==> src/rtl/clns_pkg.sv <==
// Shared types, codes and constants for the character-LCD nibble sequencer.
// Used by the front end, the job queue, the phase engine and the top level.
`timescale 1ns / 1ps

package clns_pkg;

   // request function codes
   localparam logic [2:0] FUNC_TEXT   = 3'd0;
   localparam logic [2:0] FUNC_CMD    = 3'd1;
   localparam logic [2:0] FUNC_CLEAR  = 3'd2;
   localparam logic [2:0] FUNC_INIT   = 3'd3;
   localparam logic [2:0] FUNC_CURSOR = 3'd4;

   // configuration register indexes
   localparam int         CSR_IDX_W   = 2;
   localparam logic [1:0] CSR_SETUP   = 2'd0;
   localparam logic [1:0] CSR_PULSE   = 2'd1;
   localparam logic [1:0] CSR_SETTLE  = 2'd2;

   localparam logic [15:0] SETUP_RESET  = 16'(60 * 2);
   localparam logic [15:0] PULSE_RESET  = 16'(450 * 2);
   localparam logic [15:0] SETTLE_RESET = 16'(1200 * 2);

   localparam int HOLD_W = 26;
   localparam logic [HOLD_W-1:0] CLEAR_WAIT_NS = HOLD_W'(164 * 2 * 10 * 1000);
   localparam logic [HOLD_W-1:0] INIT_WAIT0_NS = HOLD_W'(40 * 1000 * 1000);
   localparam logic [HOLD_W-1:0] INIT_WAIT1_NS = HOLD_W'(8 * 1000 * 1000);
   localparam logic [HOLD_W-1:0] INIT_WAIT2_NS = HOLD_W'(200 * 1000);

   // wait selectors inside the power-up program
   localparam logic [1:0] WAIT_INIT0 = 2'd0;
   localparam logic [1:0] WAIT_INIT1 = 2'd1;
   localparam logic [1:0] WAIT_INIT2 = 2'd2;
   localparam logic [1:0] WAIT_CLEAR = 2'd3;

   localparam logic [7:0] CMD_SET_ADDR = 8'b1000_0000;
   localparam logic [7:0] LINE1_OFFSET = 8'h40;
   localparam logic [7:0] CHAR_NEWLINE = 8'h0A;

   // program steps: power-up runs the whole table, clear runs steps 11..13 of it
   localparam logic [3:0] INIT_FIRST_OP  = 4'd0;
   localparam logic [3:0] INIT_LAST_OP   = 4'd15;
   localparam logic [3:0] CLEAR_FIRST_OP = 4'd11;
   localparam logic [3:0] CLEAR_LAST_OP  = 4'd13;

   localparam int QUEUE_DEPTH = 4;

   typedef struct packed {
      logic [15:0] setup_ns;
      logic [15:0] pulse_ns;
      logic [15:0] settle_ns;
   } cfg_type;

   // one job for the phase engine
   typedef struct packed {
      logic       tbl;       // run the fixed program instead of a byte
      logic       rs;
      logic [7:0] data;
      logic [3:0] first_op;
      logic [3:0] last_op;
   } job_type;

   typedef struct packed {
      logic       is_wait;
      logic [1:0] wait_sel;
      logic [3:0] nib;
   } op_type;

   function automatic op_type nib_op(input logic [3:0] nib);
      op_type o;
      o.is_wait  = 1'b0;
      o.wait_sel = WAIT_INIT0;
      o.nib      = nib;
      return o;
   endfunction

   function automatic op_type wait_op(input logic [1:0] sel);
      op_type o;
      o.is_wait  = 1'b1;
      o.wait_sel = sel;
      o.nib      = 4'h0;
      return o;
   endfunction

   // power-up program; the clear command plus its wait sits at steps 11..13
   function automatic op_type prog_op(input logic [3:0] idx);
      op_type o;
      case (idx)
         4'd0:    o = wait_op(WAIT_INIT0);
         4'd1:    o = nib_op(4'h3);
         4'd2:    o = wait_op(WAIT_INIT1);
         4'd3:    o = nib_op(4'h3);
         4'd4:    o = wait_op(WAIT_INIT2);
         4'd5:    o = nib_op(4'h3);
         4'd6:    o = nib_op(4'h2);
         4'd7:    o = nib_op(4'h2);
         4'd8:    o = nib_op(4'h8);
         4'd9:    o = nib_op(4'h0);
         4'd10:   o = nib_op(4'hC);
         4'd11:   o = nib_op(4'h0);
         4'd12:   o = nib_op(4'h1);
         4'd13:   o = wait_op(WAIT_CLEAR);
         4'd14:   o = nib_op(4'h0);
         default: o = nib_op(4'h6);
      endcase
      return o;
   endfunction

   function automatic logic [HOLD_W-1:0] wait_hold(input logic [1:0] sel);
      logic [HOLD_W-1:0] h;
      case (sel)
         WAIT_INIT0: h = INIT_WAIT0_NS;
         WAIT_INIT1: h = INIT_WAIT1_NS;
         WAIT_INIT2: h = INIT_WAIT2_NS;
         default:    h = CLEAR_WAIT_NS;
      endcase
      return h;
   endfunction

endpackage

==> src/rtl/clns_front.sv <==
// Front end: accepts requests, tracks the text line and turns each request
// into a job for the queue. Depends on clns_pkg.
`timescale 1ns / 1ps

module clns_front (
   input  logic                 clock,
   input  logic                 reset,
   input  logic                 req_valid,
   output logic                 req_stall,
   input  logic [2:0]           req_func,
   input  logic [7:0]           req_byte_req,
   input  logic [1:0]           req_line,
   input  logic [5:0]           req_column,
   input  logic                 req_text_start,
   input  logic                 q_full,
   output logic                 q_push,
   output clns_pkg::job_type    q_job
);
   import clns_pkg::*;

   logic [1:0] line_ff, line_in;
   logic [1:0] line_base;
   logic       accept;
   logic       emit;
   job_type    job;

   assign req_stall = q_full;
   assign accept    = req_valid && !q_full;
   assign line_base = req_text_start ? 2'd0 : line_ff;

   always_comb begin
      job          = '0;
      job.first_op = 4'd0;
      job.last_op  = 4'd1;
      emit         = 1'b0;
      line_in      = line_ff;
      case (req_func)
         FUNC_TEXT: begin
            line_in = line_base;
            if (req_byte_req == CHAR_NEWLINE) begin
               line_in = (line_base == 2'd2) ? 2'd2 : line_base + 2'd1;
               // move to the second line only when it is reached
               emit     = (line_in == 2'd1);
               job.data = CMD_SET_ADDR | LINE1_OFFSET;
            end else if (req_byte_req != 8'h00) begin
               emit     = 1'b1;
               job.rs   = 1'b1;
               job.data = req_byte_req;
            end
         end
         FUNC_CMD: begin
            emit     = 1'b1;
            job.data = req_byte_req;
         end
         FUNC_CLEAR: begin
            emit         = 1'b1;
            job.tbl      = 1'b1;
            job.first_op = CLEAR_FIRST_OP;
            job.last_op  = CLEAR_LAST_OP;
         end
         FUNC_INIT: begin
            emit         = 1'b1;
            job.tbl      = 1'b1;
            job.first_op = INIT_FIRST_OP;
            job.last_op  = INIT_LAST_OP;
         end
         FUNC_CURSOR: begin
            if (req_line == 2'd0) begin
               emit     = 1'b1;
               job.data = {2'b10, req_column};
            end else if (req_line == 2'd1) begin
               emit     = 1'b1;
               job.data = {2'b11, req_column};
            end
         end
         default: emit = 1'b0;
      endcase
   end

   assign q_push = accept && emit;
   assign q_job  = job;

   always_ff @(posedge clock) begin
      if (reset) begin
         line_ff <= 2'd0;
      end else if (accept) begin
         line_ff <= line_in;
      end
   end

endmodule

==> src/rtl/clns_queue.sv <==
// Short job queue between the front end and the phase engine.
// Depends on clns_pkg for the job type.
`timescale 1ns / 1ps

module clns_queue #(
   parameter int DEPTH = clns_pkg::QUEUE_DEPTH
) (
   input  logic                 clock,
   input  logic                 reset,
   input  logic                 push,
   input  clns_pkg::job_type    push_job,
   output logic                 full,
   input  logic                 pop,
   output clns_pkg::job_type    pop_job,
   output logic                 empty
);
   import clns_pkg::*;

   localparam int PTR_W = (DEPTH > 1) ? $clog2(DEPTH) : 1;
   localparam int CNT_W = $clog2(DEPTH + 1);

   job_type            slots_ff [DEPTH];
   logic [PTR_W-1:0]   wr_ff, wr_in;
   logic [PTR_W-1:0]   rd_ff, rd_in;
   logic [CNT_W-1:0]   cnt_ff, cnt_in;
   logic               do_push, do_pop;

   assign full    = (cnt_ff == CNT_W'(DEPTH));
   assign empty   = (cnt_ff == '0);
   assign do_push = push && !full;
   assign do_pop  = pop && !empty;
   assign pop_job = slots_ff[rd_ff];

   always_comb begin
      wr_in  = wr_ff;
      rd_in  = rd_ff;
      cnt_in = cnt_ff;
      if (do_push) begin
         wr_in = (wr_ff == PTR_W'(DEPTH - 1)) ? '0 : wr_ff + 1'b1;
      end
      if (do_pop) begin
         rd_in = (rd_ff == PTR_W'(DEPTH - 1)) ? '0 : rd_ff + 1'b1;
      end
      if (do_push && !do_pop) begin
         cnt_in = cnt_ff + 1'b1;
      end else if (do_pop && !do_push) begin
         cnt_in = cnt_ff - 1'b1;
      end
   end

   always_ff @(posedge clock) begin
      if (reset) begin
         wr_ff  <= '0;
         rd_ff  <= '0;
         cnt_ff <= '0;
      end else begin
         wr_ff  <= wr_in;
         rd_ff  <= rd_in;
         cnt_ff <= cnt_in;
      end
   end

   always_ff @(posedge clock) begin
      if (do_push) begin
         slots_ff[wr_ff] <= push_job;
      end
   end

endmodule

==> src/rtl/clns_back.sv <==
// Phase engine: steps through a job's nibbles and waits, one pin phase per
// cycle while rsp_stall allows, into the result register. Depends on clns_pkg.
`timescale 1ns / 1ps

module clns_back (
   input  logic                          clock,
   input  logic                          reset,
   input  clns_pkg::cfg_type             cfg,
   input  logic                          q_empty,
   input  clns_pkg::job_type             q_job,
   output logic                          q_pop,
   output logic                          rsp_valid,
   input  logic                          rsp_stall,
   output logic                          rsp_rs_level,
   output logic                          rsp_enable,
   output logic [3:0]                    rsp_nibble,
   output logic [clns_pkg::HOLD_W-1:0]   rsp_hold_ns,
   output logic                          rsp_last
);
   import clns_pkg::*;

   logic              busy_ff, busy_in;
   job_type           job_ff, job_in;
   logic [3:0]        op_idx_ff, op_idx_in;
   logic [1:0]        phase_ff, phase_in;
   logic              rs_held_ff, rs_held_in;
   logic [3:0]        data_held_ff, data_held_in;

   logic              valid_ff, valid_in;
   logic              rs_ff, rs_in;
   logic              en_ff, en_in;
   logic [3:0]        nib_ff, nib_in;
   logic [HOLD_W-1:0] hold_ff, hold_in;
   logic              last_ff, last_in;

   op_type            op;
   logic              op_rs;
   logic              out_free, advance, op_done, job_done;

   assign out_free = !valid_ff || !rsp_stall;
   assign advance  = busy_ff && out_free;

   always_comb begin
      if (job_ff.tbl) begin
         op    = prog_op(op_idx_ff);
         op_rs = 1'b0;
      end else begin
         op    = nib_op(op_idx_ff[0] ? job_ff.data[3:0] : job_ff.data[7:4]);
         op_rs = job_ff.rs;
      end
   end

   assign op_done  = op.is_wait || (phase_ff == 2'd2);
   assign job_done = op_done && (op_idx_ff == job_ff.last_op);
   assign q_pop    = !q_empty && (!busy_ff || (advance && job_done));

   // phase pins
   always_comb begin
      rs_held_in   = rs_held_ff;
      data_held_in = data_held_ff;
      rs_in        = rs_held_ff;
      en_in        = 1'b0;
      nib_in       = data_held_ff;
      hold_in      = wait_hold(op.wait_sel);
      if (!op.is_wait) begin
         case (phase_ff)
            2'd0: begin
               rs_in      = op_rs;
               rs_held_in = op_rs;
               hold_in    = HOLD_W'(cfg.setup_ns);
            end
            2'd1: begin
               en_in        = 1'b1;
               nib_in       = op.nib;
               data_held_in = op.nib;
               hold_in      = HOLD_W'(cfg.pulse_ns);
            end
            default: begin
               nib_in  = op.nib;
               hold_in = HOLD_W'(cfg.settle_ns);
            end
         endcase
      end
      last_in  = job_done;
      valid_in = out_free ? busy_ff : valid_ff;
   end

   // job sequencing
   always_comb begin
      busy_in   = busy_ff;
      job_in    = job_ff;
      op_idx_in = op_idx_ff;
      phase_in  = phase_ff;
      if (q_pop) begin
         busy_in   = 1'b1;
         job_in    = q_job;
         op_idx_in = q_job.first_op;
         phase_in  = 2'd0;
      end else if (advance) begin
         if (job_done) begin
            busy_in = 1'b0;
         end else if (op_done) begin
            op_idx_in = op_idx_ff + 4'd1;
            phase_in  = 2'd0;
         end else begin
            phase_in = phase_ff + 2'd1;
         end
      end
   end

   always_ff @(posedge clock) begin
      if (reset) begin
         busy_ff      <= 1'b0;
         valid_ff     <= 1'b0;
         rs_held_ff   <= 1'b0;
         data_held_ff <= 4'h0;
         op_idx_ff    <= 4'd0;
         phase_ff     <= 2'd0;
      end else begin
         busy_ff   <= busy_in;
         valid_ff  <= valid_in;
         op_idx_ff <= op_idx_in;
         phase_ff  <= phase_in;
         if (advance) begin
            rs_held_ff   <= rs_held_in;
            data_held_ff <= data_held_in;
         end
      end
   end

   always_ff @(posedge clock) begin
      job_ff <= job_in;
      if (advance) begin
         rs_ff   <= rs_in;
         en_ff   <= en_in;
         nib_ff  <= nib_in;
         hold_ff <= hold_in;
         last_ff <= last_in;
      end
   end

   assign rsp_valid    = valid_ff;
   assign rsp_rs_level = rs_ff;
   assign rsp_enable   = en_ff;
   assign rsp_nibble   = nib_ff;
   assign rsp_hold_ns  = hold_ff;
   assign rsp_last     = last_ff;

endmodule

==> src/rtl/char_lcd_nibble_sequencer_unit.sv <==
// Top level of the character-LCD nibble sequencer: timing registers plus the
// front end, job queue and phase engine. Depends on clns_pkg.
//
//   channel  | direction | handshake           | beat
//   req_     | in        | req_valid/req_stall | one request
//   rsp_     | out       | rsp_valid/rsp_stall | one pin phase
//   csr_     | in        | csr_valid/csr_ready | one register write
//
// A byte gives six pin phases, clear seven, power-up forty, one phase per cycle
// while rsp_stall is low; the phase engine sets the rate and jobs run back to
// back from the queue. Requests that emit nothing do not enter the queue.
// Reset is synchronous; timing registers return to 120/900/2400 ns.
// req_stall rises only when the job queue is full; rsp_stall holds the phase.
`timescale 1ns / 1ps

module char_lcd_nibble_sequencer_unit #(
   parameter int QUEUE_DEPTH = clns_pkg::QUEUE_DEPTH
) (
   input  logic                               clock,
   input  logic                               reset,
   input  logic                               req_valid,
   output logic                               req_stall,
   input  logic [2:0]                         req_func,
   input  logic [7:0]                         req_byte_req,
   input  logic [1:0]                         req_line,
   input  logic [5:0]                         req_column,
   input  logic                               req_text_start,
   output logic                               rsp_valid,
   input  logic                               rsp_stall,
   output logic                               rsp_rs_level,
   output logic                               rsp_enable,
   output logic [3:0]                         rsp_nibble,
   output logic [clns_pkg::HOLD_W-1:0]        rsp_hold_ns,
   output logic                               rsp_last,
   input  logic                               csr_valid,
   output logic                               csr_ready,
   input  logic [clns_pkg::CSR_IDX_W-1:0]     csr_index,
   input  logic [15:0]                        csr_data
);
   import clns_pkg::*;

   cfg_type cfg_ff;
   logic    q_push, q_full, q_pop, q_empty;
   job_type push_job, pop_job;

   assign csr_ready = 1'b1;

   always_ff @(posedge clock) begin
      if (reset) begin
         cfg_ff.setup_ns  <= SETUP_RESET;
         cfg_ff.pulse_ns  <= PULSE_RESET;
         cfg_ff.settle_ns <= SETTLE_RESET;
      end else if (csr_valid && csr_ready) begin
         case (csr_index)
            CSR_SETUP:  cfg_ff.setup_ns  <= csr_data;
            CSR_PULSE:  cfg_ff.pulse_ns  <= csr_data;
            CSR_SETTLE: cfg_ff.settle_ns <= csr_data;
            default:    cfg_ff <= cfg_ff;
         endcase
      end
   end

   clns_front u_front (
      .clock          (clock),
      .reset          (reset),
      .req_valid      (req_valid),
      .req_stall      (req_stall),
      .req_func       (req_func),
      .req_byte_req   (req_byte_req),
      .req_line       (req_line),
      .req_column     (req_column),
      .req_text_start (req_text_start),
      .q_full         (q_full),
      .q_push         (q_push),
      .q_job          (push_job)
   );

   clns_queue #(
      .DEPTH (QUEUE_DEPTH)
   ) u_queue (
      .clock    (clock),
      .reset    (reset),
      .push     (q_push),
      .push_job (push_job),
      .full     (q_full),
      .pop      (q_pop),
      .pop_job  (pop_job),
      .empty    (q_empty)
   );

   clns_back u_back (
      .clock        (clock),
      .reset        (reset),
      .cfg          (cfg_ff),
      .q_empty      (q_empty),
      .q_job        (pop_job),
      .q_pop        (q_pop),
      .rsp_valid    (rsp_valid),
      .rsp_stall    (rsp_stall),
      .rsp_rs_level (rsp_rs_level),
      .rsp_enable   (rsp_enable),
      .rsp_nibble   (rsp_nibble),
      .rsp_hold_ns  (rsp_hold_ns),
      .rsp_last     (rsp_last)
   );

endmodule

==> config.mk <==
export PLATFORM = sky130hd
export DESIGN_NAME = char_lcd_nibble_sequencer_unit
export DESIGN_NICKNAME = d
export VERILOG_FILES = /design/src/rtl/clns_pkg.sv /design/src/rtl/clns_front.sv /design/src/rtl/clns_queue.sv /design/src/rtl/clns_back.sv /design/src/rtl/char_lcd_nibble_sequencer_unit.sv
export SDC_FILE = /design/constraint.sdc
export NUM_CORES = 1
export LEC_CHECK = 0
export BUFFER_PORTS_ARGS = -buffer_cell sky130_fd_sc_hd__buf_2
export CORE_MARGIN = 3
export CORE_UTILIZATION = 60
export CTS_CLUSTER_SIZE = 20
export DETAILED_ROUTE_END_ITERATION = 6
export PLACE_DENSITY = 0.81
export SETUP_SLACK_MARGIN = 0.2
export SLEW_MARGIN = 0
export SYNTH_ARGS = -nofsm -noshare
export SYNTH_HDL_FRONTEND = slang
export SYNTH_HIERARCHICAL = 1
export SYNTH_SLANG_ARGS = --single-unit
==> constraint.sdc <==
create_clock -name clock -period 4.13 [get_ports clock]
set_input_delay 0.826 -clock clock [delete_from_list [all_inputs] [get_ports clock]]
set_output_delay 0.826 -clock clock [all_outputs]
set_load 0.03 [all_outputs]
# After elaboration in Yosys (flattened, before gate mapping)

Memory sizes are Yosys's and may differ from the RTL's. A register that Yosys moved wholly into a read port is not among the register bits.
Cells that the tools add are included.

Output and inout port bits: 36
Memories: 2
Input bits: 43
RAM bits: 72
ROM bits: 112
Bits in registers: 117

Equality and inequality tests: 19
Bitwise logic cells: 2
$add $sub $neg: 7
Reduce and logical (&&, ||, !) cells: 42
Multiplexer cells: 46

Memory list:

| memory           | words | bits a word | rd ports | clocked after memory_dff | write ports | line             | source |
|---|---|---|---|---|---|---|---|
| (no name shown)  | 16    | 7           | 1        | 1                        | 0           | clns_pkg.sv:88   | `case (idx)` |
| u_queue.slots_ff | 4     | 18          | 1        | 1                        | 1           | clns_queue.sv:22 | `job_type slots_ff [DEPTH];` |

Operator list:

| operator                                                              | count |
|---|---|
| 26-bit case mux with 3 select lines                                   | 1 |
| 4-bit two-way mux                                                     | 9 |
| 16-bit case mux with 2 select lines                                   | 1 |
| 26-bit two-way mux                                                    | 1 |
| 8-bit two-way mux                                                     | 3 |
| 8-bit case mux with 3 select lines                                    | 1 |
| 1-bit two-way mux                                                     | 16 |
| 2-bit two-way mux                                                     | 8 |
| 8-bit case mux with 2 select lines                                    | 1 |
| 2-bit equality test, second input constant                            | 6 |
| 2-bit AND reduction                                                   | 6 |
| 2-bit by 1-bit equality test with 1-bit output, second input constant | 5 |
| 1-bit logical AND                                                     | 10 |
| 9-bit two-way mux                                                     | 1 |
| 2-bit by 1-bit adder with 2-bit output, second input constant         | 4 |
| 8-bit by 4-bit equality test with 1-bit output, second input constant | 1 |
| 2-bit logical NOT                                                     | 4 |
| 2-bit nonzero test                                                    | 4 |
| 8-bit nonzero test                                                    | 1 |
| 1-bit logical NOT                                                     | 7 |
| 7-bit two-way mux                                                     | 1 |
| 3-bit by 2-bit equality test with 1-bit output, second input constant | 2 |
| 3-bit equality test, second input constant                            | 2 |
| 3-bit logical NOT                                                     | 2 |
| 13 further kinds                                                      | 19 |

# Longest topological paths before layout

Gate-level depths: netlist (run 1).

Word-level depth: 12
Gate-level depth with buffers: 14
Gate-level depth less buffers: 13

# Cells and area by module

The synthesis (run 1) kept the hierarchy.

Modules (own cells, without submodules):

| module                         | area an instance (µm²) | instances | sequential area each (µm²) | cells an instance |
|---|---|---|---|---|
| clns_queue                     | 3,099.2                | 1         | 2,342.2                    | 144 |
| clns_back                      | 3,022.9                | 1         | 1,721.7                    | 270 |
| char_lcd_nibble_sequencer_unit | 1,994.4                | 1         | 960.9                      | 190 |
| clns_front                     | 434.2                  | 1         | 40.0                       | 60 |

# Worst setup path before layout (run 1)

OpenSTA, ideal clock, no wires.

Kind: input-to-reg
From: in req_line[1]
To: reg u_queue.cnt_ff[2]
Arrival: 3,398 ps
Slack: 662 ps
Buffers on the path: 1
Cell stages on the path: 12
Library setup time: 70 ps
Required time: 4,060 ps
Path through: nor4b_1 > clkbuf_1 > o21bai_1 > a31oi_1 > bufinv_8 > nor2_2 > ha_1 > inv_1 > fa_1 > xor2_1 > or3_1 > a21oi_1

Word-level cells in the longest chain between the ends: 9
Elaborated cells on any way between the ends: 12

Ends and longest elaborated chain:

| item                                           | line                                 | source |
|---|---|---|
| start, declared                                | char_lcd_nibble_sequencer_unit.sv:25 | `input logic [1:0] req_line,` |
| 2-bit by 1-bit equality test with 1-bit output | clns_front.sv:71                     | `end else if (req_line == 2'd1) begin` |
| 1-bit two-way mux                              | clns_front.sv:71                     |  |
| 1-bit two-way mux (*)                          | clns_front.sv:68                     | `if (req_line == 2'd0) begin` |
| 1-bit case mux with 3 select lines (*)         | clns_front.sv:37                     | `case (req_func)` |
| 1-bit logical AND (*)                          | clns_front.sv:80                     | `assign q_push = accept && emit;` |
| via q_push                                     | char_lcd_nibble_sequencer_unit.sv:43 | `logic q_push, q_full, q_pop, q_empty;` |
| 1-bit logical AND (*)                          | clns_queue.sv:30                     | `assign do_push = push && !full;` |
| via u_queue.do_push                            | clns_queue.sv:26                     | `logic do_push, do_pop;` |
| 1-bit logical NOT                              | clns_queue.sv:46                     | `end else if (do_pop && !do_push) begin` |
| 1-bit logical AND                              | clns_queue.sv:46                     |  |
| 2-bit nonzero test (no source line)            | n/a                                  |  |
| end signal, assigned                           | clns_queue.sv:59                     | `cnt_ff <= cnt_in;` |
| end, declared                                  | clns_queue.sv:25                     | `logic [CNT_W-1:0] cnt_ff, cnt_in;` |

The timed path passes the listed nets; every way through them passes the cells marked *.
A chain may end at the register's enable or synchronous reset.

# Final worst setup path (run 1)

From: reg u_queue.cnt_ff[0]
To: reg u_queue.cnt_ff[2]

Word-level cells in the longest chain between the ends: 8
Elaborated cells on any way between the ends: 18

Ends and longest elaborated chain:

| item                                | line                                 | source |
|---|---|---|
| 3-bit equality test (*)             | clns_queue.sv:28                     | `assign full = (cnt_ff == CNT_W'(DEPTH));` |
| 1-bit logical NOT (*)               | clns_front.sv:28                     | `assign accept = req_valid && !q_full;` |
| 1-bit logical AND (*)               | clns_front.sv:28                     |  |
| 1-bit logical AND (*)               | clns_front.sv:80                     |  |
| via q_push                          | char_lcd_nibble_sequencer_unit.sv:43 |  |
| 1-bit logical AND (*)               | clns_queue.sv:30                     |  |
| via u_queue.do_push                 | clns_queue.sv:26                     |  |
| 1-bit logical NOT                   | clns_queue.sv:46                     |  |
| 1-bit logical AND                   | clns_queue.sv:46                     |  |
| 2-bit nonzero test (no source line) | n/a                                  |  |

The timed path passes the listed nets; every way through them passes the cells marked *. The select of a mux whose other input is x is not followed.

==> impl_metrics.json, run 1 <==
{
  "share_of_final_layout_standard_cells_stronger_than_drive_strength_1_pct": 21.4,
  "routed_via_density": 5.91,
  "worst-path-max-fanout": 7,
  "maxCapViolCount": 0,
  "grt_setup_unrepaired": "no",
  "clock_tree.buffer_depth": 2,
  "synthesis.area_per_instance_um2": 12.9,
  "slowest_stage": "dfxtp_1",
  "ys_async_sr_fraction_pct": 0,
  "critPathLaunchType": "flop",
  "cts.clk_slew.worst_paths_ps": 60,
  "final_period_minus_worst_setup_slack_ps": 3430,
  "layout.filler_cells": 928,
  "worst_r2r_startpoint": "u_queue/cnt_ff[0]$_SDFFE_PP0P_",
  "number_of_flops_mapped_to_enable_cells_by_yosys": 116,
  "grt_start_max_net_pins": 85,
  "detail_route.first_pass.iterations": 4,
  "synth-main-ff-cell": "edfxtp_1",
  "rr_endpoint": "u_queue/cnt_ff[2]$_SDFFE_PP0P_",
  "synth_top_area_share_pct": 40.7,
  "placement.cell_area_um2": 8920,
  "timing.final.crit_share_pct": 83.0,
  "grt_first_pass_wirelength_mm": 27.8,
  "tightestPinTransition_ps": 1100,
  "io_pins": 79,
  "post_cts_buffers": 0,
  "cts.sinks": 195,
  "number_of_gates_resized_after_cts": 0,
  "portBuffers": 74,
  "clock_latency_ps": 430,
  "worstPathArrival_ps": 3790,
  "synthesis.area_um2": 8550,
  "ff2ff_path_depth": 13,
  "layout.cell_area.non_filler_um2": 9510,
  "syn-instance-count": 664,
  "synth.top_cells.by_area": "edfxtp_1, dfxtp_1, mux2i_1",
  "criticalPathCategory": "flop to flop",
  "cellPowerDensity_nw_per_um2": 657,
  "design.core.area_um2": 13600,
  "cpPeakStageDelay_ps": 450,
  "whs_endpoint": "cfg_ff[32]$_SDFFE_PP0P_",
  "synth-seq-area-share_pct": 59.2,
  "holdCritStartpoint": "cfg_ff[32]$_SDFFE_PP0P_",
  "antenna_violations_before_repair": 0,
  "worstHoldPathCells": 2,
  "worst_case_vdd_ir_drop_mv": 0.395,
  "crit_path_cell_trace": "or3b_1 > clkinv_4 > nand2b_1 > o21bai_1 > a31oi_1 > bufinv_8 > nor2_2 > ha_1 > inv_1 > fa_1 > xor2_1 > or3_1 > a21oi_1",
  "required_ps": 4490,
  "flow.area_growth_from_synthesis_pct": 11.3,
  "globalplace.congestion": 0.874,
  "route.detailed.drc": 0,
  "antennaDiodeCount": 0,
  "yosys_register_bits": 195,
  "route.vias.total": 5374,
  "p_leak_nw": 3.60,
  "std_cell_rows": 42,
  "synth_cell_types": 80,
  "dieWidth_um": 125,
  "fin_setup_tns_ps": 0,
  "cts.hold.buffers_added": 0,
  "number_of_global_route_vias_before_repair": 5621,
  "slew_headroom_pct": 26.3,
  "totalWireLength_mm": 16.9,
  "report.final.hold_viol_count": 0,
  "clock_tree.root_cell": "clkbuf_16",
  "fmax_mhz": 292,
  "synth_top_cell_by_area": "edfxtp_1",
  "final_nets": 777,
  "worstSetupEndpointType": "flop",
  "track_usage_pct": 22.2,
  "netlist_top_cells_count": "edfxtp_1, dfxtp_1, nand2b_1",
  "finClkSkew_ps": 7.60,
  "setup_violations": 0,
  "die-area_um2": 15700,
  "slew_viol_final": 0,
  "hp-class": "flop to flop",
  "outcome": "complete, no violations",
  "die_height_um": 125,
  "drt.antenna.violating_nets": 0,
  "synth.most_common_cell": "edfxtp_1",
  "tritoncts_clock_tree": "built",
  "ys_warn_count": 6,
  "cts.htree.levels": 4,
  "drt-wirelength-per-cell_um": 18.5,
  "overflow": 0,
  "place_hpwl_mm": 11.1,
  "floorplan.initialDensity_pct": 62.8,
  "number_of_buffers_created_by_cts": 17,
  "detailedRoute.firstIterationViolations": 335,
  "worst-r2r-setup-slack_ps": 700
}
layout by cell type, fill, tap and decap left out, types with 10 or more instances in the layout:
master	count
clkbuf_16	17
a21oi_1	34
dfxtp_1	79
nor2_1	40
ha_1	12
o21ai_0	19
buf_2	74
mux4_2	18
edfxtp_1	116
nor3_1	10
nand2b_1	57
nand2_1	35
inv_1	15
mux2i_1	54
a22oi_1	10
metal layers:
layer,global-route usage (%),vias to the layer above,wire (µm)
met1,26.4,2610,6850
met5,0,-,0
li1,-,2549,-
met3,4.82,32,862
met4,9.25,0,382
met2,39.3,183,8770
registers in the layout, summed over array words and instances (netlist names), 2 cells and up, named ones only:
signal / cells
u_back/data_held_ff: 4
u_back/phase_ff: 2
u_queue/rd_ff: 2
u_back/rsp_hold_ns: 23
u_queue/slots_ff: 72
u_queue/cnt_ff: 3
u_back/job_ff: 14
u_back/rsp_nibble: 4
u_front/line_ff: 2
u_queue/wr_ff: 2
u_back/op_idx_ff: 4
cfg_ff: 48
logic make-up (layout without fill, tap and decap cells):
logic type      Yosys count  count (layout)  share of synthesized area, %
compound gates          114             114                          9.76
flops                   195             195                          59.2
simple gates            196             196                          12.6
buf+inv                  63             131                          4.30
other cells               4               6                         0.176
mux                      73              73                          11.2
fa+ha+maj                13              13                          1.99
xor+xnor                  6               6                         0.703
critical path, delay by kind of cell (launching register included):
kind                     cells  cell delay [ps]
flip-flops                   1              450
buffers and inverters        3              440
XOR/XNOR                     1              170
AO/OA/AOI/OAI                3              750
AND/OR/NAND/NOR              4              960
adder cells (fa/ha/maj)      2              570
where the power goes:
| group | switching (mW) | total [mW] | internal (mW) |
|---|---|---|---|
| sequential | 0.189 | 2.70 | 2.51 |
| clock | 0.696 | 1.64 | 0.948 |
| combinational | 1.24 | 1.91 | 0.673 |
| total | 2.12 | 6.25 | 4.13 |
stage by stage:
step	worst slack [ps]	hold WS, ps	util, %	instances	power [mW]
detailed placement	330	465	65.6	878	4.63
CTS	696	478	69.9	910	6.28
global route	412	505	69.9	910	6.56
finish	704	477	69.9	910	6.25
floorplan	662	448	-	666	4.16
global placement	558	457	65.6	878	4.55
worst max path at each step:
stage / from / end / slack [ps] / cells past startpoint
2_1_floorplan: req_line[1] / u_queue/cnt_ff[2]$_SDFFE_PP0P_ / 660 / 12
3_3_place_gp: req_func[1] / u_queue/cnt_ff[2]$_SDFFE_PP0P_ / 560 / 13
3_5_place_dp: req_func[1] / u_queue/cnt_ff[2]$_SDFFE_PP0P_ / 330 / 13
4_1_cts: u_queue/cnt_ff[0]$_SDFFE_PP0P_ / u_queue/cnt_ff[2]$_SDFFE_PP0P_ / 700 / 13
5_1_grt: u_queue/cnt_ff[0]$_SDFFE_PP0P_ / u_queue/cnt_ff[2]$_SDFFE_PP0P_ / 410 / 13
6_report: u_queue/cnt_ff[0]$_SDFFE_PP0P_ / u_queue/cnt_ff[2]$_SDFFE_PP0P_ / 700 / 13
area by class of cell:
type / count / area [µm²] / share of cell area [%]
repair buffers: 80 / 415 / 4.37
flip-flops and latches: 195 / 5060 / 53.2
clock buffers: 18 / 429 / 4.51
multi-input cells: 408 / 3130 / 32.9
clock inverters: 14 / 163 / 1.71
inverters: 19 / 91.3 / 0.960
well taps: 176 / 220 / 2.31
No activity file was read; power rests on OpenSTA's default activity.
==> inputs of run 2 (changes only) <==
==> constraint.sdc (replaced) <==
create_clock -name clock -period 3.22 [get_ports clock]
set_input_delay 0.644 -clock clock [delete_from_list [all_inputs] [get_ports clock]]
set_output_delay 0.644 -clock clock [all_outputs]
set_load 0.03 [all_outputs]
==> impl_metrics.json, run 2 (synthesized netlist as in run 1, its figures left out) <==
{
  "cpPeakStageDelay_ps": 370,
  "detailedRoute.firstIterationViolations": 426,
  "route.detailed.drc": 0,
  "hp-class": "flop to flop",
  "die-area_um2": 15700,
  "overflow": 0,
  "cp_top_family": "simple AND/OR/NAND/NOR gates",
  "layout_common_cells": "edfxtp_1, dfxtp_1, buf_2",
  "grt_first_pass_wirelength_mm": 27.6,
  "grt_start_max_net_pins": 76,
  "placement.cell_area_um2": 9020,
  "whs_endpoint": "cfg_ff[29]$_SDFFE_PP0P_",
  "setup_violations": 0,
  "place_hpwl_mm": 11.1,
  "totalWireLength_mm": 17.0,
  "tritoncts_clock_tree": "built",
  "finClkSkew_ps": 8.64,
  "detail_route.first_pass.iterations": 5,
  "fin_setup_tns_ps": 0,
  "die_height_um": 125,
  "share_of_final_layout_standard_cells_stronger_than_drive_strength_1_pct": 23.9,
  "dieWidth_um": 125,
  "cts.hold.buffers_added": 0,
  "worstSetupEndpointType": "flop",
  "worst_case_vdd_ir_drop_mv": 0.473,
  "worstPathArrival_ps": 3290,
  "std_cell_rows": 42,
  "final.hold.worst_slack_ps": 477,
  "slew_viol_final": 0,
  "dp_cells": 888,
  "io_pins": 79,
  "ff2ff_path_depth": 13,
  "final_nets": 789,
  "globalplace.congestion": 0.848,
  "floorplan.initialDensity_pct": 62.8,
  "rr_endpoint": "u_queue/cnt_ff[2]$_SDFFE_PP0P_",
  "number_of_buffers_created_by_cts": 17,
  "design.core.area_um2": 13600,
  "worst-path-max-fanout": 5,
  "cts.htree.levels": 4,
  "clock_tree.buffer_depth": 2,
  "cts.clk_slew.worst_paths_ps": 70,
  "timing.final.crit_share_pct": 91.3,
  "final_period_minus_worst_setup_slack_ps": 2940,
  "layout.cell_area.non_filler_um2": 9640,
  "worst_r2r_startpoint": "u_queue/cnt_ff[2]$_SDFFE_PP0P_",
  "slowest_stage": "fa_1",
  "criticalPathCategory": "flop to flop",
  "track_usage_pct": 22.1,
  "drt.antenna.violating_nets": 0,
  "outcome": "complete, no violations",
  "worstHoldPathCells": 2,
  "flow.area_growth_from_synthesis_pct": 12.7,
  "clock_tree.root_cell": "clkbuf_16",
  "clock_latency_ps": 430,
  "antenna_violations_before_repair": 0,
  "largest_register_ff_count": 72,
  "cellPowerDensity_nw_per_um2": 842,
  "number_of_global_route_vias_before_repair": 5486,
  "crit_path_cell_trace": "or3b_4 > clkinv_4 > nand2b_1 > o21bai_1 > a31oi_2 > bufinv_8 > nor2_4 > ha_2 > inv_1 > fa_1 > xor2_1 > or3_1 > a21oi_1",
  "grt_setup_unrepaired": "no",
  "maxCapViolCount": 0,
  "registers.top_by_ff_count": "u_queue/slots_ff",
  "p_leak_nw": 3.68,
  "slew_headroom_pct": 36.3,
  "tightestPinTransition_ps": 955,
  "report.final.hold_viol_count": 0,
  "holdCritStartpoint": "cfg_ff[29]$_SDFFE_PP0P_",
  "fmax_mhz": 340,
  "post_route_total_power_mw": 8.12,
  "route.vias.total": 5451,
  "portBuffers": 74,
  "routed_via_density": 5.91,
  "drt-wirelength-per-cell_um": 18.5,
  "instances_no_fill": 922,
  "crit_buf_inv": 3,
  "required_ps": 3580,
  "worst-r2r-setup-slack_ps": 280,
  "antennaDiodeCount": 0,
  "critPathLaunchType": "flop",
  "commonest_non_fill_non_tap_cell_in_the_layout": "edfxtp_1",
  "cts.sinks": 195
}
## run 2: cell types whose count changed in the layout (fill, tap and decap cells not counted), moves of 2 or more
| cell | previous run | this run |
|---|---|---|
| inv_6 | 1 | 5 |
| dfxtp_1 | 79 | 76 |
| buf_4 | 6 | 18 |
| dfxtp_2 | 0 | 3 |
| inv_8 | 0 | 3 |
| clkinv_4 | 4 | 2 |
## run 2: final cells by class
class                      instances  area, µm²
fill                             906       3970
multi-input combinational        408       3160
sequential                       195       5070
inverter                          19       91.3
timing repair buffer              92        505
clock inverter                    15        168
clock buffer                      17        425
tap                              176        220
## run 2: routing by layer
layer | up-vias | GRT usage, % | share of wire (%)
li1 | 2570 | - | -
met1 | 2662 | 27.7 | 43
met2 | 186 | 37.1 | 49
met3 | 33 | 5.16 | 5.4
met4 | 0 | 9.31 | 2.4
met5 | - | 0 | 0
## run 2: metrics by stage
| stage | setup slack, ps | utilization [%] |
|---|---|---|
| final | 281 | 70.8 |
| after global routing | 196 | 70.8 |
| after CTS | 211 | 70.7 |
| after detailed placement | 90.0 | 66.3 |
| after global placement | 205 | 66.3 |
| after floorplan | 203 | - |
## run 2: report_power, final
| group | switching (mW) | internal [mW] |
|---|---|---|
| sequential | 0.226 | 3.22 |
| clock | 0.953 | 1.17 |
| combinational | 1.63 | 0.928 |
## run 2: tightest hold or removal path, stage by stage (launching register included)
cell and delay (ps):
dfxtp_1 320, nand2b_1 60, mux2i_1 50
## run 2: worst max path at each step
| stage | slack [ps] | cells after the start | from | endpoint |
|---|---|---|---|---|
| 2_1_floorplan | 200 | 12 | req_line[1] | u_queue/cnt_ff[2]$_SDFFE_PP0P_ |
| 3_3_place_gp | 210 | 12 | req_func[1] | u_queue/cnt_ff[2]$_SDFFE_PP0P_ |
| 3_5_place_dp | 90 | 13 | u_queue/cnt_ff[0]$_SDFFE_PP0P_ | u_queue/cnt_ff[2]$_SDFFE_PP0P_ |
| 4_1_cts | 210 | 13 | u_queue/cnt_ff[1]$_SDFFE_PP0P_ | u_queue/cnt_ff[2]$_SDFFE_PP0P_ |
| 5_1_grt | 200 | 13 | u_queue/cnt_ff[2]$_SDFFE_PP0P_ | u_queue/cnt_ff[2]$_SDFFE_PP0P_ |
| 6_report | 280 | 13 | u_queue/cnt_ff[2]$_SDFFE_PP0P_ | u_queue/cnt_ff[2]$_SDFFE_PP0P_ |
## run 2: repair_timing
action	4_1_cts	5_1_grt
endpoints found under the setup margin	1	1
resized for setup	2	3
buffers inserted	0	2
==> inputs of run 3 (changes only) <==
--- a/config.mk
+++ b/config.mk
@@ -5,12 +5,12 @@
 export SDC_FILE = /design/constraint.sdc
 export NUM_CORES = 1
 export LEC_CHECK = 0
-export BUFFER_PORTS_ARGS = -buffer_cell sky130_fd_sc_hd__buf_2
 export CORE_MARGIN = 3
-export CORE_UTILIZATION = 60
+export CORE_UTILIZATION = 61
 export CTS_CLUSTER_SIZE = 20
 export DETAILED_ROUTE_END_ITERATION = 6
-export PLACE_DENSITY = 0.81
+export DONT_BUFFER_PORTS = 1
+export PLACE_DENSITY = 0.78
 export SETUP_SLACK_MARGIN = 0.2
 export SLEW_MARGIN = 0
 export SYNTH_ARGS = -nofsm -noshare
==> impl_metrics.json, run 3 (synthesized netlist as in run 1, its figures left out) <==
{
  "criticalPathCategory": "flop to flop",
  "final_period_minus_worst_setup_slack_ps": 2880,
  "required_ps": 3580,
  "detailedPlace.worstSlack_ps": 92.9,
  "setup_violations": 0,
  "slew_headroom_pct": 38.7,
  "detail_route.first_pass.iterations": 5,
  "track_usage_pct": 21.8,
  "cts.hold.buffers_added": 0,
  "die_height_um": 124,
  "fmax_mhz": 348,
  "cts.htree.levels": 4,
  "tritoncts_clock_tree": "built",
  "routed_via_density": 6.03,
  "worst_case_vdd_ir_drop_mv": 0.482,
  "outcome": "complete, no violations",
  "final_nets": 719,
  "dieWidth_um": 124,
  "grt_setup_unrepaired": "no",
  "dp_cells": 817,
  "largest_register_ff_count": 72,
  "ff2ff_path_depth": 13,
  "number_of_buffers_created_by_cts": 17,
  "worstSetupEndpointType": "flop",
  "layout.filler_cells": 938,
  "antennaDiodeCount": 0,
  "worstPathArrival_ps": 3240,
  "rr_endpoint": "u_queue/cnt_ff[2]$_SDFFE_PP0P_",
  "finClkSkew_ps": 7.25,
  "worst_setup_ep": "u_queue/cnt_ff[2]$_SDFFE_PP0P_",
  "flow.area_growth_from_synthesis_pct": 8.31,
  "globalplace.congestion": 0.829,
  "place_hpwl_mm": 10.9,
  "maxCapViolCount": 0,
  "hp-class": "primary input to flop",
  "worst-r2r-setup-slack_ps": 340,
  "design.core.area_um2": 13500,
  "slew_viol_final": 0,
  "share_of_final_layout_standard_cells_stronger_than_drive_strength_1_pct": 16.0,
  "timing.final.crit_share_pct": 89.4,
  "post_layout_worst_setup_margin_ps": 342,
  "drt.antenna.violating_nets": 0,
  "instances_no_fill": 852,
  "cellPowerDensity_nw_per_um2": 839,
  "route.vias.total": 5139,
  "cts.sinks": 195,
  "detailedRoute.firstIterationViolations": 429,
  "floorplan.initialDensity_pct": 63.6,
  "worst-path-max-fanout": 5,
  "io_pins": 79,
  "fin_setup_tns_ps": 0,
  "grt_first_pass_wirelength_mm": 27.0,
  "std_cell_rows": 42,
  "number_of_global_route_vias_before_repair": 5296,
  "drt-wirelength-per-cell_um": 19.2,
  "portBuffers": 0,
  "p_leak_nw": 3.36,
  "grt_start_max_net_pins": 103,
  "clock_tree.root_cell": "clkbuf_16",
  "die-area_um2": 15500,
  "worst_r2r_startpoint": "u_queue/cnt_ff[2]$_SDFFE_PP0P_",
  "overflow": 0,
  "clock_tree.buffer_depth": 2,
  "layout_common_cells": "edfxtp_1, dfxtp_1, nand2b_1",
  "route.detailed.drc": 0,
  "report.final.hold_viol_count": 0,
  "critPathLaunch": "u_queue/cnt_ff[2]$_SDFFE_PP0P_",
  "clock_latency_ps": 430,
  "antenna_violations_before_repair": 0,
  "tightestPinTransition_ps": 920,
  "cts.clk_slew.worst_paths_ps": 70,
  "registers.top_by_ff_count": "u_queue/slots_ff",
  "critPathLaunchType": "flop",
  "commonest_non_fill_non_tap_cell_in_the_layout": "edfxtp_1",
  "totalWireLength_mm": 16.3
}
[run 3: cell count changes in the layout (fill, tap and decap cells not counted), sizes merged]
cell	change
inv	-7
clkinv	+3
buf	-70
bufinv	-2
clkbuf	+1
clkinvlp	+5
[run 3: layout make-up]
cell class	instances	area, µm²	area share, %
Clock buffer	18	429	4.63
Inverter	19	91.3	0.986
Sequential cell	195	5070	54.7
Multi-Input combinational cell	408	3180	34.3
Timing Repair Buffer	22	165	1.78
Tap cell	176	220	2.38
Clock inverter	14	111	1.20
[run 3: stage by stage]
| stage | area, µm² | hold slack [ps] | total power [mW] | utilization, % |
|---|---|---|---|---|
| 5_1_grt | 9260 | 273 | 8.16 | 68.8 |
| 6_report | 9260 | 299 | 7.77 | 68.8 |
| 3_3_place_gp | 8670 | 454 | 5.76 | 64.5 |
| 2_1_floorplan | 8590 | 448 | 5.34 | - |
| 4_1_cts | 9220 | 269 | 7.77 | 68.5 |
| 3_5_place_dp | 8670 | 468 | 5.85 | 64.5 |
[run 3: what timing repair did]
| action | CTS | global route |
|---|---|---|
| pin swaps | 0 | 1 |
| resized for setup | 3 | 4 |
| setup buffers | 0 | 3 |
| setup endpoints to repair | 1 | 1 |
[run 3: layer usage]
layer,track usage [%],vias up,wire length [µm]
li1,-,2426,-
met1,29.0,2534,7200
met2,36.0,154,8180
met3,4.80,25,671
met4,7.09,0,284
met5,0,-,0
[run 3: power by group]
group	internal, mW	switching, mW	leakage [nW]
clock	0.993	0.927	0.245
combinational	0.842	1.26	1.38
sequential	3.23	0.510	1.73
total	5.07	2.70	3.36
[run 3: worst max-delay path, stage by stage (launching register included)]
cell      delay (ps)
dfxtp_2          340
or3b_4           270
clkinv_4          50
nand2b_1         190
o21bai_1         200
a31oi_2          200
bufinv_8         220
nor2_4           120
ha_4             150
inv_1             50
fa_1             380
xor2_1           180
or3_1            320
a21oi_2          140
[run 3: worst min-delay path by stage]
stage	startpoint	end	slack, ps	cells after the start
3_3_place_gp	u_back/rs_held_ff$_SDFFE_PP0P_	u_back/rs_held_ff$_SDFFE_PP0P_	450	2
6_report	reset	u_queue/wr_ff[1]$_SDFFE_PP0P_	300	1
5_1_grt	reset	u_queue/wr_ff[1]$_SDFFE_PP0P_	270	1
2_1_floorplan	cfg_ff[26]$_SDFFE_PP0P_	cfg_ff[26]$_SDFFE_PP0P_	450	2
3_5_place_dp	cfg_ff[27]$_SDFFE_PP0P_	cfg_ff[27]$_SDFFE_PP0P_	470	2
4_1_cts	reset	u_queue/wr_ff[1]$_SDFFE_PP0P_	270	1
